[src/design/rlpf_pkg.sv]
// Shared types, widths, codes and saturation helpers for the resonant lowpass filter.
// No dependencies; used by every design file through scoped names.
package rlpf_pkg;

  localparam int FRAC_BITS = 15;
  localparam int SMP_W     = 16;
  localparam int Q_W       = 15;
  localparam int S_W       = 32;              // stage value
  localparam int D_W       = S_W + 1;         // stage difference
  localparam int B_W       = 38;              // multiplier operand (holds t)
  localparam int LO_W      = 19;              // low slice of the operand
  localparam int HI_W      = B_W - LO_W;      // high slice of the operand
  localparam int CHUNK_W   = LO_W + 1;
  localparam int COEF_W    = 20;              // feedback gain / coefficient
  localparam int PROD_W    = COEF_W + 1 + CHUNK_W;
  localparam int ACC_W     = 58;
  localparam int MQ_W      = ACC_W - FRAC_BITS;
  localparam int SUM_W     = MQ_W + 1;

  localparam int DIVS_W    = Q_W + 1;
  localparam int REM_W     = DIVS_W + 1;
  localparam int QUO_W     = Q_W + FRAC_BITS;
  localparam int DIV_STEPS = QUO_W;
  localparam int CNT_W     = 5;

  localparam int ADDR_W      = 3;
  localparam int DATA_W      = 32;
  localparam int CFG_IDX_BIT = 2;

  localparam logic [DIVS_W-1:0] ONE_Q15 = DIVS_W'(32768);
  localparam logic [COEF_W-1:0] FB_MAX  = COEF_W'(524287);

  localparam logic REG_RESONANCE = 1'b0;
  localparam logic REG_CUTOFF    = 1'b1;

  typedef struct packed {
    logic signed [SMP_W-1:0] sample_in;
    logic                    block_end;
  } smp_item_t;

  typedef struct packed {
    logic signed [SMP_W-1:0] sample_out;
    logic                    block_end_out;
  } flt_item_t;

  typedef enum logic [2:0] {
    ST_IDLE,
    ST_DIFF,
    ST_MLO,
    ST_MHI,
    ST_UPD
  } state_t;

  typedef enum logic [1:0] {
    PH_FB,
    PH_ONE,
    PH_TWO
  } phase_t;

  typedef struct packed {
    logic load_lo;
    logic add_hi;
  } mac_ctl_t;

  function automatic logic signed [S_W-1:0] sat32(input logic signed [SUM_W-1:0] v);
    priority if (&v[SUM_W-1:S_W-1] || ~|v[SUM_W-1:S_W-1]) begin
      sat32 = v[S_W-1:0];
    end else if (v[SUM_W-1]) begin
      sat32 = {1'b1, {(S_W-1){1'b0}}};
    end else begin
      sat32 = {1'b0, {(S_W-1){1'b1}}};
    end
  endfunction

  function automatic logic signed [SMP_W-1:0] sat16(input logic signed [S_W-1:0] v);
    priority if (&v[S_W-1:SMP_W-1] || ~|v[S_W-1:SMP_W-1]) begin
      sat16 = v[SMP_W-1:0];
    end else if (v[S_W-1]) begin
      sat16 = {1'b1, {(SMP_W-1){1'b0}}};
    end else begin
      sat16 = {1'b0, {(SMP_W-1){1'b1}}};
    end
  endfunction

endpackage

[src/design/rlpf_gain_div.sv]
// Feedback gain unit: gain = q + floor(q * 2^15 / (2^15 - f)), saturated.
// Restoring divider, one quotient bit per cycle. Uses rlpf_pkg.
module rlpf_gain_div (
  input  logic                             clk,
  input  logic                             rst,
  input  logic                             start,
  input  logic [rlpf_pkg::Q_W-1:0]         resonance,
  input  logic [rlpf_pkg::Q_W-1:0]         cutoff,
  output logic                             busy,
  output logic [rlpf_pkg::COEF_W-1:0]      gain
);

  logic [rlpf_pkg::QUO_W-1:0]  quo;
  logic [rlpf_pkg::DIVS_W-1:0] rem;
  logic [rlpf_pkg::DIVS_W-1:0] denom;
  logic [rlpf_pkg::CNT_W-1:0]  count;
  logic [rlpf_pkg::REM_W-1:0]  rem_shift;
  logic [rlpf_pkg::REM_W-1:0]  rem_diff;
  logic                        fits;
  logic [rlpf_pkg::QUO_W:0]    sum;
  logic [rlpf_pkg::COEF_W-1:0] gain_sat;

  assign rem_shift = {rem, quo[rlpf_pkg::QUO_W-1]};
  assign rem_diff  = rem_shift - {1'b0, denom};
  assign fits      = rem_shift >= {1'b0, denom};

  assign sum = {1'b0, quo} + (rlpf_pkg::QUO_W+1)'(resonance);
  assign gain_sat = (sum > (rlpf_pkg::QUO_W+1)'(rlpf_pkg::FB_MAX)) ?
                    rlpf_pkg::FB_MAX : sum[rlpf_pkg::COEF_W-1:0];

  always_ff @(posedge clk) begin
    if (rst) begin
      busy  <= 1'b0;
      count <= '0;
      gain  <= '0;
    end else if (start) begin
      busy  <= 1'b1;
      count <= rlpf_pkg::CNT_W'(rlpf_pkg::DIV_STEPS);
    end else if (busy) begin
      if (count != '0) begin
        count <= count - 1'b1;
      end else begin
        busy <= 1'b0;
        gain <= gain_sat;
      end
    end
  end

  // Dividend shifts out of quo from the top while quotient bits enter at the bottom.
  always_ff @(posedge clk) begin
    if (start) begin
      quo   <= {resonance, {rlpf_pkg::FRAC_BITS{1'b0}}};
      rem   <= '0;
      denom <= rlpf_pkg::ONE_Q15 - {1'b0, cutoff};
    end else if (busy && count != '0) begin
      quo <= {quo[rlpf_pkg::QUO_W-2:0], fits};
      rem <= fits ? rem_diff[rlpf_pkg::DIVS_W-1:0] : rem_shift[rlpf_pkg::DIVS_W-1:0];
    end
  end

endmodule

[src/design/rlpf_mac.sv]
// Shared multiply-accumulate unit: coefficient times a 38-bit operand,
// taken as a low slice and then a high slice. Uses rlpf_pkg.
module rlpf_mac (
  input  logic                               clk,
  input  rlpf_pkg::mac_ctl_t                 ctl,
  input  logic [rlpf_pkg::COEF_W-1:0]        coef,
  input  logic signed [rlpf_pkg::B_W-1:0]    b,
  output logic signed [rlpf_pkg::ACC_W-1:0]  acc
);

  logic signed [rlpf_pkg::COEF_W:0]    coef_s;
  logic signed [rlpf_pkg::CHUNK_W-1:0] chunk;
  logic signed [rlpf_pkg::PROD_W-1:0]  prod;
  logic signed [rlpf_pkg::ACC_W-1:0]   prod_ext;

  assign coef_s = {1'b0, coef};

  always_comb begin
    if (ctl.add_hi) begin
      chunk = {b[rlpf_pkg::B_W-1], b[rlpf_pkg::B_W-1:rlpf_pkg::LO_W]};
    end else begin
      chunk = {1'b0, b[rlpf_pkg::LO_W-1:0]};
    end
  end

  assign prod     = coef_s * chunk;
  assign prod_ext = {{(rlpf_pkg::ACC_W-rlpf_pkg::PROD_W){prod[rlpf_pkg::PROD_W-1]}}, prod};

  always_ff @(posedge clk) begin
    if (ctl.load_lo) begin
      acc <= prod_ext;
    end else if (ctl.add_hi) begin
      acc <= acc + (prod_ext <<< rlpf_pkg::LO_W);
    end
  end

endmodule

[src/design/resonant_lowpass_filter.sv]
// Top level of the two-pole resonant lowpass filter: sequencer, state, config port.
// Uses rlpf_pkg, rlpf_gain_div and rlpf_mac.
//
// Usage:
//   Samples enter on smp_valid/smp_item and are taken at an edge where smp_stall
//   is low; filtered samples leave on flt_valid/flt_item and are taken at an
//   edge where flt_stall is low. One result per sample, in order.
//   One sample at a time: smp_stall stays high from the accepting edge until
//   flt_valid is set. The 21x20 multiplier forms three products, each as a low and a
//   high half, with a difference or update cycle around them.
//   A write to resonance or cutoff restarts the feedback gain divider, which
//   produces one quotient bit a cycle; smp_stall stays high while it runs.
//   Reset clears both registers, both filter stages and the gain, and drops
//   flt_valid. While flt_stall holds a result, the filter takes one more sample
//   and finishes it up to its last update, then waits there until the output
//   register frees.
module resonant_lowpass_filter (
  input  logic                              clk,
  input  logic                              rst,
  input  logic                              smp_valid,
  output logic                              smp_stall,
  input  rlpf_pkg::smp_item_t               smp_item,
  output logic                              flt_valid,
  input  logic                              flt_stall,
  output rlpf_pkg::flt_item_t               flt_item,
  input  logic                              psel,
  input  logic                              penable,
  input  logic                              pwrite,
  input  logic [rlpf_pkg::ADDR_W-1:0]       paddr,
  input  logic [rlpf_pkg::DATA_W-1:0]       pwdata,
  output logic [rlpf_pkg::DATA_W-1:0]       prdata,
  output logic                              pready
);

  rlpf_pkg::state_t   state;
  rlpf_pkg::state_t   state_next;
  rlpf_pkg::phase_t   phase;
  rlpf_pkg::mac_ctl_t mac_ctl;

  logic [rlpf_pkg::Q_W-1:0]         resonance;
  logic [rlpf_pkg::Q_W-1:0]         cutoff;
  logic                             recalc;
  logic                             div_busy;
  logic                             busy;
  logic [rlpf_pkg::COEF_W-1:0]      gain;
  logic [rlpf_pkg::COEF_W-1:0]      coef;
  logic                             cfg_write;

  logic signed [rlpf_pkg::SMP_W-1:0] x_reg;
  logic                              be_reg;
  logic signed [rlpf_pkg::B_W-1:0]   b_reg;
  logic signed [rlpf_pkg::S_W-1:0]   s1;
  logic signed [rlpf_pkg::S_W-1:0]   s2;

  logic signed [rlpf_pkg::ACC_W-1:0] acc;
  logic signed [rlpf_pkg::MQ_W-1:0]  mulq;
  logic signed [rlpf_pkg::D_W-1:0]   diff;
  logic signed [rlpf_pkg::MQ_W-1:0]  t_val;
  logic signed [rlpf_pkg::SUM_W-1:0] s1_sum;
  logic signed [rlpf_pkg::SUM_W-1:0] s2_sum;
  logic signed [rlpf_pkg::S_W-1:0]   s1_new;
  logic signed [rlpf_pkg::S_W-1:0]   s2_new;

  logic accept;
  logic out_free;
  logic finish;

  // Configuration port
  assign pready    = 1'b1;
  assign cfg_write = psel & penable & pwrite;
  assign prdata    = (paddr[rlpf_pkg::CFG_IDX_BIT] == rlpf_pkg::REG_CUTOFF) ?
                     {{(rlpf_pkg::DATA_W-rlpf_pkg::Q_W){1'b0}}, cutoff} :
                     {{(rlpf_pkg::DATA_W-rlpf_pkg::Q_W){1'b0}}, resonance};

  rlpf_gain_div u_gain_div (
    .clk       (clk),
    .rst       (rst),
    .start     (recalc),
    .resonance (resonance),
    .cutoff    (cutoff),
    .busy      (div_busy),
    .gain      (gain)
  );

  assign busy = recalc | div_busy;

  assign coef = (phase == rlpf_pkg::PH_FB) ? gain :
                {{(rlpf_pkg::COEF_W-rlpf_pkg::Q_W){1'b0}}, cutoff};

  rlpf_mac u_mac (
    .clk  (clk),
    .ctl  (mac_ctl),
    .coef (coef),
    .b    (b_reg),
    .acc  (acc)
  );

  // Datapath around the accumulator; >>> floors toward minus infinity.
  assign mulq   = rlpf_pkg::MQ_W'(acc >>> rlpf_pkg::FRAC_BITS);
  assign diff   = {s1[rlpf_pkg::S_W-1], s1} - {s2[rlpf_pkg::S_W-1], s2};
  assign t_val  = {{(rlpf_pkg::MQ_W-rlpf_pkg::SMP_W){x_reg[rlpf_pkg::SMP_W-1]}}, x_reg}
                - {{(rlpf_pkg::MQ_W-rlpf_pkg::S_W){s1[rlpf_pkg::S_W-1]}}, s1}
                + mulq;
  assign s1_sum = {{(rlpf_pkg::SUM_W-rlpf_pkg::S_W){s1[rlpf_pkg::S_W-1]}}, s1}
                + {mulq[rlpf_pkg::MQ_W-1], mulq};
  assign s2_sum = {{(rlpf_pkg::SUM_W-rlpf_pkg::S_W){s2[rlpf_pkg::S_W-1]}}, s2}
                + {mulq[rlpf_pkg::MQ_W-1], mulq};
  assign s1_new = rlpf_pkg::sat32(s1_sum);
  assign s2_new = rlpf_pkg::sat32(s2_sum);

  assign out_free = ~flt_valid | ~flt_stall;

  // Sequencer outputs
  always_comb begin
    smp_stall       = (state != rlpf_pkg::ST_IDLE) | busy;
    mac_ctl.load_lo = (state == rlpf_pkg::ST_MLO);
    mac_ctl.add_hi  = (state == rlpf_pkg::ST_MHI);
    finish          = (state == rlpf_pkg::ST_UPD) & (phase == rlpf_pkg::PH_TWO) & out_free;
  end

  assign accept = smp_valid & ~smp_stall;

  // Sequencer next state
  always_comb begin
    state_next = state;
    unique case (state)
      rlpf_pkg::ST_IDLE: begin
        if (accept) state_next = rlpf_pkg::ST_DIFF;
      end
      rlpf_pkg::ST_DIFF: state_next = rlpf_pkg::ST_MLO;
      rlpf_pkg::ST_MLO:  state_next = rlpf_pkg::ST_MHI;
      rlpf_pkg::ST_MHI:  state_next = rlpf_pkg::ST_UPD;
      rlpf_pkg::ST_UPD: begin
        unique case (phase)
          rlpf_pkg::PH_FB:  state_next = rlpf_pkg::ST_MLO;
          rlpf_pkg::PH_ONE: state_next = rlpf_pkg::ST_DIFF;
          rlpf_pkg::PH_TWO: begin
            if (out_free) state_next = rlpf_pkg::ST_IDLE;
          end
          default: state_next = rlpf_pkg::ST_IDLE;
        endcase
      end
      default: state_next = rlpf_pkg::ST_IDLE;
    endcase
  end

  always_ff @(posedge clk) begin
    if (rst) begin
      state     <= rlpf_pkg::ST_IDLE;
      phase     <= rlpf_pkg::PH_FB;
      flt_valid <= 1'b0;
      s1        <= '0;
      s2        <= '0;
      resonance <= '0;
      cutoff    <= '0;
      recalc    <= 1'b0;
    end else begin
      state  <= state_next;
      recalc <= cfg_write;

      if (cfg_write) begin
        unique case (paddr[rlpf_pkg::CFG_IDX_BIT])
          rlpf_pkg::REG_RESONANCE: resonance <= pwdata[rlpf_pkg::Q_W-1:0];
          rlpf_pkg::REG_CUTOFF:    cutoff    <= pwdata[rlpf_pkg::Q_W-1:0];
          default: ;
        endcase
      end

      if (accept) begin
        phase <= rlpf_pkg::PH_FB;
      end else if (state == rlpf_pkg::ST_UPD) begin
        unique case (phase)
          rlpf_pkg::PH_FB:  phase <= rlpf_pkg::PH_ONE;
          rlpf_pkg::PH_ONE: begin
            phase <= rlpf_pkg::PH_TWO;
            s1    <= s1_new;
          end
          rlpf_pkg::PH_TWO: begin
            if (finish) s2 <= s2_new;
          end
          default: phase <= rlpf_pkg::PH_FB;
        endcase
      end

      if (finish) begin
        flt_valid <= 1'b1;
      end else if (~flt_stall) begin
        flt_valid <= 1'b0;
      end
    end
  end

  always_ff @(posedge clk) begin
    if (accept) begin
      x_reg  <= smp_item.sample_in;
      be_reg <= smp_item.block_end;
    end
    if (state == rlpf_pkg::ST_DIFF) begin
      b_reg <= {{(rlpf_pkg::B_W-rlpf_pkg::D_W){diff[rlpf_pkg::D_W-1]}}, diff};
    end else if (state == rlpf_pkg::ST_UPD && phase == rlpf_pkg::PH_FB) begin
      b_reg <= t_val[rlpf_pkg::B_W-1:0];
    end
    if (finish) begin
      flt_item.sample_out    <= rlpf_pkg::sat16(s2_new);
      flt_item.block_end_out <= be_reg;
    end
  end

endmodule

[config.mk]
export PLATFORM = sky130hd
export DESIGN_NAME = resonant_lowpass_filter
export DESIGN_NICKNAME = d
export VERILOG_FILES = /design/src/design/rlpf_pkg.sv /design/src/design/rlpf_gain_div.sv /design/src/design/rlpf_mac.sv /design/src/design/resonant_lowpass_filter.sv
export SDC_FILE = /design/constraint.sdc
export NUM_CORES = 2
export LEC_CHECK = 0
export BUFFER_PORTS_ARGS = -buffer_cell sky130_fd_sc_hd__buf_2
export CAP_MARGIN = 20
export CORE_ASPECT_RATIO = 1.4
export CORE_MARGIN = 2
export CORE_UTILIZATION = 46
export CTS_CLUSTER_DIAMETER = 50
export CTS_CLUSTER_SIZE = 10
export DETAILED_ROUTE_END_ITERATION = 16
export SYNTH_ARGS = -nofsm -noshare
export SYNTH_HDL_FRONTEND = slang
export SYNTH_SLANG_ARGS = --single-unit
[constraint.sdc]
create_clock -name clk -period 15.3 [get_ports clk]
set_input_delay 0.765 -clock clk [delete_from_list [all_inputs] [get_ports clk]]
set_output_delay 0.765 -clock clk [all_outputs]
set_load 0.05 [all_outputs]
==> results.tsv <==
metric	value	unit
status	complete, no violations	
Unique masters post-synth	93	
CTS tree	done	
Slew headroom	23.9	%
required time of the critical path	15.66	ns
max reg flops	43	
number of max-cap violations	0	
GRT Total Usage	26.8	%
row count	126	
core area	84300	sq um
number of flops mapped to enable cells by yosys	146	
DRT iter0 DRCs	1753	
clock skew	0.0372	ns
PwrDens	84.8	nW/um^2
worst setup margin	3.05	ns
number of fill cells	8227	
Clk Tree Root Cell	clkbuf_16	
critical path's largest stage delay	0.93	ns
Final Hold Viols	0	
Final Max Tran Viols	0	
FMAX	81.6	MHz
GPL Wtd Cong	0.945	
Synth Register Bits	304	
share of cells above drive strength 1	6.65	%
Comb pwr share	41.8	%
Routed Antenna Nets	0	
GRT overflow	0	
Yosys Warn Count	0	
DR pass1 iterations	5	
register area	7550	sq um
Lkg Pwr	19.2	nW
pre-CTS WS	3.20	ns
Clock power frac	29.0	%
Sum Neg Setup Slack	0	ns
CTS sink count	304	
Netlist Area Pre-Place	39100	sq um
share of the synthesized area in the top cell type	16.8	%
total CTS buffers	45	
worst slew pin tran	1.12	ns
CTS max path bufs	3	
largest net degree at the start of global routing	68	
endpoints failing setup	0	
Psw	0.00143	W
multi-input logic area	28800	sq um
final net count	5481	
Crit Path Max Fanout	31	
VDD IR max	0.0829	mV
Via Count	32700	
Tmin final	12.25	ns
CP Launch Type	register	
Post-CTS Setup Bufs	0	
P_int	0.00214	W
CP Class	register to register	
Die Area	87400	sq um
Yosys top cell by area	fa_1	
register area share after synthesis	19.3	%
H-tree depth	2	
largest cells by area after synthesis	fa_1, ha_1, edfxtp_1	
Avg Cell Area, Syn	8.41	sq um
Hold Buf Count CTS	0	
number of global-route vias before repair	33400	
RSZ-0062 raised after global routing	no	
Critical Path AT	12.61	ns
post-DR vias/cell	5.66	
initial antenna violation count	0	
clock latency on the worst-skew pair	0.61	ns
Routed WL	116000	microns
commonest register cell after synthesis	dfxtp_1	
DRC	0	
Area Growth Syn to Fin	7.58	%
Worst-path clk slew	0.06	ns
DR WL/cell	20.1	microns
Die X	250	microns
ys async rst share	0	%
first-pass GRT wire length	183000	microns
Synth Instances	4648	
Flop pwr share	29.3	%
n_diodes	0	
Top Ports	111	
Die Height	349	microns
crit end category	register	
DP HPWL	95600	microns
worst min path class	input port to register	
critical path's slowest cell	mux2i_2	
fin crit share	80.1	%
Port Buf Inserts	73	
Critical Path Most Common Cell	fa_1	
switch share	40.1	%
initial core utilization	46.4	%
post-cts resize count	0	
worst max-delay path, delay by kind of cell (launching register included):
| kind | cells | cell delay [ns] |
|---|---|---|
| multiplexers | 1 | 0.93 |
| adder cells (fa/ha/maj) | 9 | 4.40 |
| AND/OR/NAND/NOR | 7 | 0.90 |
| flip-flops | 1 | 0.40 |
| XOR/XNOR | 2 | 0.41 |
| AO/OA/AOI/OAI | 16 | 4.26 |
| buffers and inverters | 5 | 0.67 |
synthesized netlist by cell type (all sizes together), types with 91 or more instances:
cell	instances
ha	434
a21o	113
fa	329
xnor2	167
a21oi	348
clkbuf	139
nand2	501
o21ai	242
xor2	91
inv	566
nor2	485
dfxtp	158
edfxtp	146
worst paths after layout:
check | from | to | slack (ns) | depth (start not counted)
hold reg to reg | be_reg$_DFFE_PP_ | flt_item[0]$_DFFE_PP_ | 0.42 | 0
setup / recovery | state[2]$_SDFFE_PP0P_ | u_mac.acc[57]$_DFFE_PP_ | 3.05 | 40
setup reg to reg | state[2]$_SDFFE_PP0P_ | u_mac.acc[57]$_DFFE_PP_ | 3.05 | 40
hold / removal | smp_item[2] | x_reg[1]$_DFFE_PP_ | 0.35 | 1
placed cells by master, fill, tap and decap left out, types with 16 or more instances in the layout:
cell         n
a211oi_1    84
a21o_1     113
a21oi_1    348
a311oi_2    24
a31oi_1     18
and2_1      28
and3_1      32
buf_2       72
buf_4       51
clkbuf_1    16
clkbuf_16   45
conb_1      18
dfxtp_1    157
edfxtp_1   146
fa_1       329
ha_1       434
inv_1      566
mux2_2      43
mux2i_1     25
nand2_1    501
nand2b_1    63
nand3_1     58
nand4_1     29
nor2_1     484
nor2b_1     43
nor3_1      66
o211ai_1    17
o21a_1      53
o21ai_0    235
o21bai_1    38
o31ai_1     26
or3_1       16
xnor2_1    167
xor2_1      91
power groups by stage:
stage,logic (W),registers [W],clock network [W]
2_1_floorplan,0.00107,0.00101,0
3_3_place_gp,0.00147,0.00106,0
3_5_place_dp,0.00147,0.00106,0
4_1_cts,0.00148,0.00104,0.00105
5_1_grt,0.00165,0.00105,0.00108
6_report,0.00149,0.00104,0.00103
final cells by class:
type / count / area share, %
clock buffer: 65 / 2.95
clock inverter: 16 / 0.488
inverter: 567 / 5.06
tap: 1088 / 3.24
sequential: 304 / 17.9
timing repair buffer: 125 / 1.86
multi-input combinational: 3616 / 68.5
stage by stage:
stage	hold slack, ns	area, sq um	cells	total power [W]	utilization, %
after global placement	0.401	40600	5697	0.00253	48.1
final	0.346	42100	5781	0.00357	49.9
after detailed placement	0.408	40600	5698	0.00253	48.1
after CTS	0.308	42000	5779	0.00357	49.8
after global routing	0.330	42100	5781	0.00378	49.9
after floorplan	0.400	39200	4664	0.00209	-
metal layers:
metal | wire (microns) | GRT usage [%]
met1 | 45400 | 29.8
met2 | 61400 | 51.4
met3 | 3840 | 2.41
met4 | 5730 | 12.1
met5 | 0 | 0
cell families (layout without fill, tap and decap cells):
logic type / Yosys count / after routing / synth area share [%]
other: 2 / 18 / 0.0192
flip-flops: 304 / 304 / 19.3
buffers and inverters: 744 / 773 / 7.41
AO/OA/AOI/OAI: 1109 / 1109 / 18.7
adder cells (fa/ha/maj): 763 / 763 / 30.7
XOR/XNOR: 259 / 259 / 5.83
multiplexers: 82 / 82 / 2.24
AND/OR/NAND/NOR: 1385 / 1385 / 15.7
Note: power is estimated with default switching activity, not from simulation.
